## src/sbn_pkg.sv

```systemverilog
// ---------------------------------------------------------------------------
// sbn_pkg
// shared widths, commands and status for the stern-brocot node core
// ---------------------------------------------------------------------------
`default_nettype none
package sbn_pkg;
    localparam int W = 32;
    localparam int CW = $clog2(W + 1);
    localparam int IW = $clog2(W);

    typedef struct packed {
        logic load;     // capture operands, start gcd unless an operand is zero
        logic step;     // run one iteration of the active unit
    } sbn_cmd_t;

    typedef struct packed {
        logic zero_in;  // an operand was zero
        logic busy;     // datapath still iterating
    } sbn_stat_t;
endpackage
`default_nettype wire

```

## src/sbn_datapath.sv

```systemverilog
// ---------------------------------------------------------------------------
// sbn_datapath
// gcd by subtraction-free remainder, then continued-fraction walk using a
// shared restoring divider and a shift-add multiplier, one bit per cycle
// ---------------------------------------------------------------------------
`default_nettype none
module sbn_datapath (
    input  wire logic                 aclk,
    input  wire logic                 aresetn,
    input  wire sbn_pkg::sbn_cmd_t    cmd,
    output sbn_pkg::sbn_stat_t        stat,
    input  wire logic [sbn_pkg::W-1:0] num_in,
    input  wire logic [sbn_pkg::W-1:0] den_in,
    output logic [4*sbn_pkg::W:0]     result
);
    import sbn_pkg::*;

    localparam logic [3:0] P_GCDDIV = 4'd0, P_GCDEND = 4'd1, P_RDA = 4'd2,
                           P_RDB = 4'd3, P_CMP = 4'd4, P_DIV = 4'd5,
                           P_K = 4'd6, P_MUL = 4'd7, P_DONE = 4'd8,
                           P_RDA_END = 4'd9, P_RDB_END = 4'd10;

    logic [3:0] ph_reg, ph_next;
    logic [W-1:0] a_reg, a_next, b_reg, b_next, y_reg, y_next;
    logic [W-1:0] ln_reg, ln_next, ld_reg, ld_next, un_reg, un_next, ud_reg, ud_next;
    logic [W-1:0] q_reg, q_next, r_reg, r_next, dd_reg, dd_next, dv_reg, dv_next;
    logic [W-1:0] k_reg, k_next;
    logic [W-1:0] p0_reg, p0_next, p1_reg, p1_next, p2_reg, p2_next;
    logic [CW-1:0] cnt_reg, cnt_next;
    logic gt_reg, gt_next, inv_reg, inv_next;
    logic [IW-1:0] kbit;

    // one restoring step
    logic [W:0] rsh;
    logic [W-1:0] dd_sh;
    always_comb begin
        rsh = {r_reg, dd_reg[W-1]};
        dd_sh = {dd_reg[W-2:0], 1'b0};
    end
    logic [W:0] rsub;
    assign rsub = rsh - {1'b0, dv_reg};

    // multiplier bit, most significant first
    assign kbit = IW'(cnt_reg - 1'b1);

    always_comb begin
        ph_next = ph_reg; a_next = a_reg; b_next = b_reg; y_next = y_reg;
        ln_next = ln_reg; ld_next = ld_reg; un_next = un_reg; ud_next = ud_reg;
        q_next = q_reg; r_next = r_reg; dd_next = dd_reg; dv_next = dv_reg;
        k_next = k_reg; p0_next = p0_reg; p1_next = p1_reg; p2_next = p2_reg;
        cnt_next = cnt_reg; gt_next = gt_reg; inv_next = inv_reg;
        if (cmd.load) begin
            a_next = num_in; b_next = den_in; y_next = den_in;
            ln_next = '0; ld_next = W'(1); un_next = W'(1); ud_next = '0;
            inv_next = (num_in == '0) || (den_in == '0);
            r_next = '0; dd_next = num_in; dv_next = den_in; q_next = '0;
            cnt_next = CW'(W);
            ph_next = inv_next ? P_DONE : P_GCDDIV;
        end else if (cmd.step) begin
            case (ph_reg)
                P_GCDDIV, P_RDA, P_RDB, P_DIV: begin
                    // divide dd by dv, one quotient bit a cycle
                    if (!rsub[W]) begin
                        r_next = rsub[W-1:0]; q_next = {q_reg[W-2:0], 1'b1};
                    end else begin
                        r_next = rsh[W-1:0]; q_next = {q_reg[W-2:0], 1'b0};
                    end
                    dd_next = dd_sh;
                    cnt_next = cnt_reg - 1'b1;
                    if (cnt_reg == CW'(1)) begin
                        case (ph_reg)
                            P_GCDDIV: ph_next = P_GCDEND;
                            P_RDA:    ph_next = P_RDA_END;
                            P_RDB:    ph_next = P_RDB_END;
                            default:  ph_next = P_K;
                        endcase
                    end
                end
                P_GCDEND: begin
                    y_next = r_reg;
                    r_next = '0; cnt_next = CW'(W);
                    if (r_reg == '0) begin
                        dd_next = a_reg; dv_next = y_reg; ph_next = P_RDA;
                    end else begin
                        dd_next = y_reg; dv_next = r_reg; ph_next = P_GCDDIV;
                    end
                end
                P_RDA_END: begin
                    a_next = q_reg; r_next = '0; cnt_next = CW'(W);
                    dd_next = b_reg; ph_next = P_RDB;
                end
                P_RDB_END: begin
                    b_next = q_reg; ph_next = P_CMP;
                end
                P_CMP: begin
                    if (a_reg == b_reg) ph_next = P_DONE;
                    else begin
                        gt_next = a_reg > b_reg;
                        dd_next = gt_next ? a_reg : b_reg;
                        dv_next = gt_next ? b_reg : a_reg;
                        r_next = '0; cnt_next = CW'(W); ph_next = P_DIV;
                    end
                end
                P_K: begin
                    k_next = (r_reg == '0) ? q_reg - 1'b1 : q_reg;
                    p0_next = '0; p1_next = '0; p2_next = '0;
                    cnt_next = CW'(W); ph_next = P_MUL;
                end
                P_MUL: begin
                    // shift-add: p0 = num*k, p1 = den*k of the upper bound if a > b, else of the lower; p2 = small*k
                    p0_next = {p0_reg[W-2:0], 1'b0}; p1_next = {p1_reg[W-2:0], 1'b0};
                    p2_next = {p2_reg[W-2:0], 1'b0};
                    if (k_reg[kbit]) begin
                        p0_next = p0_next + (gt_reg ? un_reg : ln_reg);
                        p1_next = p1_next + (gt_reg ? ud_reg : ld_reg);
                        p2_next = p2_next + dv_reg;
                    end
                    cnt_next = cnt_reg - 1'b1;
                    if (cnt_reg == CW'(1)) begin
                        if (gt_reg) begin
                            ln_next = ln_reg + p0_next; ld_next = ld_reg + p1_next;
                            a_next = a_reg - p2_next;
                        end else begin
                            un_next = un_reg + p0_next; ud_next = ud_reg + p1_next;
                            b_next = b_reg - p2_next;
                        end
                        ph_next = P_CMP;
                    end
                end
                default: ;
            endcase
        end
    end

    always_ff @(posedge aclk) begin
        if (!aresetn) begin
            ph_reg <= P_DONE;
        end else begin
            ph_reg <= ph_next;
        end
        a_reg <= a_next; b_reg <= b_next; y_reg <= y_next;
        ln_reg <= ln_next; ld_reg <= ld_next; un_reg <= un_next; ud_reg <= ud_next;
        q_reg <= q_next; r_reg <= r_next; dd_reg <= dd_next; dv_reg <= dv_next;
        k_reg <= k_next; p0_reg <= p0_next; p1_reg <= p1_next; p2_reg <= p2_next;
        cnt_reg <= cnt_next; gt_reg <= gt_next; inv_reg <= inv_next;
    end

    assign stat = {inv_reg, (ph_reg != P_DONE)};
    assign result = {inv_reg, ud_reg, un_reg, ld_reg, ln_reg};
endmodule
`default_nettype wire

```

## src/sbn_ctrl.sv

```systemverilog
// ---------------------------------------------------------------------------
// sbn_ctrl
// sequencer: accepts a word, runs the datapath, holds the result word
// ---------------------------------------------------------------------------
`default_nettype none
module sbn_ctrl (
    input  wire logic               aclk,
    input  wire logic               aresetn,
    input  wire logic               s_valid,
    output logic                    s_ready,
    output logic                    m_valid,
    input  wire logic               m_ready,
    output sbn_pkg::sbn_cmd_t       cmd,
    input  wire sbn_pkg::sbn_stat_t stat,
    output logic                    cap
);
    import sbn_pkg::*;

    localparam logic [1:0] S_IDLE = 2'd0, S_RUN = 2'd1, S_OUT = 2'd2;
    logic [1:0] st_reg, st_next;

    always_comb begin
        st_next = st_reg;
        cmd.load = 1'b0; cmd.step = 1'b0; cap = 1'b0;
        s_ready = (st_reg == S_IDLE);
        m_valid = (st_reg == S_OUT);
        case (st_reg)
            S_IDLE: if (s_valid) begin cmd.load = 1'b1; st_next = S_RUN; end
            S_RUN: begin
                if (stat.busy) cmd.step = 1'b1;
                else begin cap = 1'b1; st_next = S_OUT; end
            end
            S_OUT: if (m_ready) st_next = S_IDLE;
            default: st_next = S_IDLE;
        endcase
    end

    always_ff @(posedge aclk) begin
        if (!aresetn) st_reg <= S_IDLE;
        else st_reg <= st_next;
    end
endmodule
`default_nettype wire

```

## src/rational_to_stern_brocot_node_core.sv

```systemverilog
// ---------------------------------------------------------------------------
// rational_to_stern_brocot_node_core
// fraction to stern-brocot node interval
// ---------------------------------------------------------------------------
// usage:
//  s_axis takes one word {denominator, numerator}; m_axis returns one word
//  {upper_den, upper_num, lower_den, lower_num} with tuser = invalid.
//  one item at a time: s_axis_tready is high only while the core is idle.
//  the work is done by the bit-serial divider and shift-add multiplier: the
//  gcd runs one division per remainder step, reduction divides both
//  operands by the gcd, and each continued-fraction run does one division
//  and one multiplication; a fraction equal to one ends after reduction.
//  a zero operand skips the datapath and returns tuser set and the root interval.
//  the result word is held on m_axis until m_axis_tready; no new word is
//  taken meanwhile. reset clears the sequencer; no clearing pass is needed.
// ---------------------------------------------------------------------------
`default_nettype none
module rational_to_stern_brocot_node_core (
    input  wire logic          aclk,
    input  wire logic          aresetn,
    input  wire logic          s_axis_tvalid,
    output logic               s_axis_tready,
    input  wire logic [63:0]   s_axis_tdata,   // numerator, denominator
    output logic               m_axis_tvalid,
    input  wire logic          m_axis_tready,
    output logic [127:0]       m_axis_tdata,   // lower_num, lower_den, upper_num, upper_den
    output logic               m_axis_tuser    // invalid
);
    import sbn_pkg::*;

    sbn_cmd_t  cmd;
    sbn_stat_t stat;
    logic cap;
    logic [4*W:0] res;
    logic [4*W:0] out_reg;

    sbn_ctrl u_ctrl (
        .aclk(aclk), .aresetn(aresetn), .s_valid(s_axis_tvalid), .s_ready(s_axis_tready),
        .m_valid(m_axis_tvalid), .m_ready(m_axis_tready), .cmd(cmd), .stat(stat), .cap(cap)
    );

    sbn_datapath u_dp (
        .aclk(aclk), .aresetn(aresetn), .cmd(cmd), .stat(stat),
        .num_in(s_axis_tdata[W-1:0]), .den_in(s_axis_tdata[2*W-1:W]), .result(res)
    );

    always_ff @(posedge aclk) begin
        if (cap) out_reg <= res;
    end

    assign m_axis_tdata = out_reg[4*W-1:0];
    assign m_axis_tuser = out_reg[4*W];
endmodule
`default_nettype wire

```

## config.mk

```make
export PLATFORM = sky130hd
export DESIGN_NAME = rational_to_stern_brocot_node_core
export DESIGN_NICKNAME = d
export VERILOG_FILES = /design/src/sbn_pkg.sv /design/src/sbn_datapath.sv /design/src/sbn_ctrl.sv /design/src/rational_to_stern_brocot_node_core.sv
export SDC_FILE = /design/constraint.sdc
export NUM_CORES = 2
export LEC_CHECK = 0
export BUFFER_PORTS_ARGS = -buffer_cell sky130_fd_sc_hd__buf_2
export CAP_MARGIN = 40
export CORE_MARGIN = 5
export CORE_UTILIZATION = 45
export DETAILED_ROUTE_END_ITERATION = 6
export PLACE_DENSITY = 0.67
export SETUP_SLACK_MARGIN = 0.05
export SLEW_MARGIN = 20
export SYNTH_ARGS = -nofsm -noshare
export SYNTH_HDL_FRONTEND = slang
export SYNTH_SLANG_ARGS = --single-unit
```

## constraint.sdc

```tcl
create_clock -name aclk -period 9.87 [get_ports aclk]
set_input_delay 0.987 -clock aclk [delete_from_list [all_inputs] [get_ports aclk]]
set_output_delay 0.987 -clock aclk [all_outputs]
set_load 0.1 [all_outputs]
```

==> metrics <==
status=completed; Max IR drop VDD=126 uV; CP Launch Point=u_dp.cnt_reg[0]; WL/cell=slightly above 20 um; first-pass GRT wire length=slightly below 200000 um; Cell Pwr Density=198 nW/um2; maximum clock insertion buffer count=3; hold_sp=u_dp.ud_reg[28]; H-tree Lvls=3; pin count of the biggest net entering global routing=roughly 180; drt via density=roughly 5.9; Finished Cell Area=47000 um2; routed via count=between 30000 and 40000; largest cells by area after synthesis=edfxtp_1 30%, dfxtp_1 9.7%, ha_1 9.2%, a21oi_1 6.3%, nand2_1 6.0%; sequential power share=0.331; fmax=118 MHz; Yosys top cell by area=edfxtp_1; Clock Skew=~0.026 ns; Core Footprint=93000 um2; Comb pwr share=0.369; DP HPWL=roughly 89000 um; Critical Path Source Type=register; final WL=127000 um; Switching Share=0.374; initial detailed-routing violation count=3286; r2r startpoint=u_dp.cnt_reg[0]; setup TNS=0 ns; layout cell share with drive strength beyond 1=0.108; Worst-Skew Late Latency=0.64 ns; initial antenna violation count=0; Unique masters post-synth=95; GPL Wtd Cong=about 0.93; Area growth, synth to finish=11.6%; Die W=~320 um; post-synth top area share=0.297; row count=approximately 110; Final Max Tran Viols=0; worst-path cell with the longest stage delay=mux4_4; die area=approximately 100000 um2; clock transition at the registers of the reported paths=~0.06 ns; Mapped Area=roughly 42000 um2; TritonCTS Buffers=72; CP Class=reg2reg; Max Cap Violations=0; period utilization=0.857; GRT Total Usage=0.246; TritonCTS clock tree=yes; cts hold-fix bufs=0; dpl cell area=44500 um2; ys async rst share=0; antenna-violating nets left=0; Slew HR=0.346; max incr delay on CP=about 0.9 ns; CTS resizes=0; clock network fraction of design power=0.299; Final setup viols=0; Seq/Total Area, Yosys=0.394; cell at the root of the clock tree=clkbuf_16; vias in the first global route=34100; Sink Count=620; number of flops mapped to enable cells by yosys=around 420; Sw Pwr=3480 uW; Worst EP arrival=between 8 and 9 ns; Net Count, Synth=a little over 5000; max reg flops=between 100 and 150; Cells after Synth=about 4700; CP delay by family, top=compound AO/OA/AOI/OAI gates; min cycle time layout=around 8.5 ns; WP buf/inv=1; worst slew pin tran=between 0.9 and 1 ns; grt total ovfl=0; Ports=a little under 200; Worst Path Max Fanout=approximately 60; Layout Nets=about 5200; Min-Delay Path Class=reg2reg; Critical Path End Type=register; DRC=0; Overall Power=a little over 9000 uW; Pleak=between 0.015 and 0.02 uW; final hold violation count=0; Syn. warnings=0; Die Y=316 um; Post-CTS Setup Inserts=0; Internal=around 5800 uW; #FFs+latches synth=620; Starting Density=0.452; CP required=10.34 ns; top_reg_cell synth=edfxtp_1; Mapped Avg Cell Area=between 8 and 9 um2; Initial DRT Pass Iterations=5; Port Buf Inserts=between 150 and 200; RSZ-0062 raised after global routing=false
## placed cells by master, fill, tap and decap left out, types with 74 or more instances in the layout
cell	count
clkbuf_16	74
edfxtp_1	416
ha_1	309
inv_1	184
mux2i_1	88
nor2_1	337
buf_2	199
nor3_1	74
dfxtp_1	204
o21ai_0	311
xnor2_1	218
xor2_1	97
mux2_2	74
and2_1	84
a21oi_1	527
nand2_1	669
## final timing paths
kind	end	slack, ns	cells past startpoint
worst min register to register	out_reg[124]	0.48	0
worst min-delay path	out_reg[124]	0.48	0
worst max-delay path	u_dp.a_reg[27]	1.41	26
worst max register to register	u_dp.a_reg[27]	1.41	26
## stage by stage
| stage | utilization | hold WS, ns | worst slack, ns | cells |
|---|---|---|---|---|
| floorplan | - | 0.400 | 1.83 | 4694 |
| global placement | 0.476 | 0.475 | 1.77 | 5969 |
| detailed placement | 0.478 | 0.476 | 1.43 | 5978 |
| CTS | 0.504 | 0.489 | 1.40 | 6111 |
| global route | 0.505 | 0.508 | 0.769 | 6113 |
| finish | 0.505 | 0.479 | 1.41 | 6114 |
## per-layer routing
metal | vias to the layer above | routed length [um] | track usage
li1 | 17200 | - | -
met3 | 247 | 8230 | 0.0327
met4 | 0 | 4560 | 0.0912
met1 | 17100 | 55800 | 0.333
met5 | - | 0 | 0
met2 | 1265 | 58500 | 0.405
## Yosys cell counts, types with 14 or more instances
cell	count
a211oi_1	42
a21boi_0	15
a21o_1	66
a21oi_1	527
a221oi_1	27
a31oi_1	35
and2_1	85
and3_1	32
buf_1	14
clkbuf_1	199
dfxtp_1	204
edfxtp_1	416
ha_1	309
inv_1	186
maj3_1	25
mux2_2	74
mux2i_1	88
nand2_1	672
nand2b_1	39
nand3_1	67
nand4_1	21
nor2_1	341
nor2b_1	42
nor3_1	74
nor4_1	36
o211ai_1	33
o21a_1	37
o21ai_0	315
o21bai_1	66
o221a_2	18
o221ai_1	14
o31ai_1	35
or2_2	15
or3_1	27
xnor2_1	219
xor2_1	97
## cells by family (layout without fill, tap and decap cells)
family	count (synthesis)	count (layout)	synth area share
other	0	1	0
adder cells (fa/ha/maj)	351	351	0.104
AO/OA/AOI/OAI	1335	1335	0.194
buffers and inverters	409	574	0.0369
XOR/XNOR	318	318	0.0667
AND/OR/NAND/NOR	1489	1489	0.158
multiplexers	172	172	0.0460
flip-flops	620	620	0.394
## power groups by stage
stage | Combinational, uW | Sequential (uW) | Clock (uW)
global placement | 3310 | 3120 | 0
floorplan | 2360 | 3350 | 0
global route | 3740 | 3090 | 2950
finish | 3430 | 3080 | 2780
CTS | 3380 | 3070 | 2840
detailed placement | 3360 | 3120 | 0
## cell type report
type                    count  area, um2
flip-flops and latches    620      16600
fillers                  8774      46100
well taps                1254       1570
inverters                 188        714
diodes                      1       2.50
clock inverters            32        399
multi-input cells        3665      24100
repair buffers            253       1550
clock buffers             101       2030
Note: power is estimated with default switching activity, not from simulation.
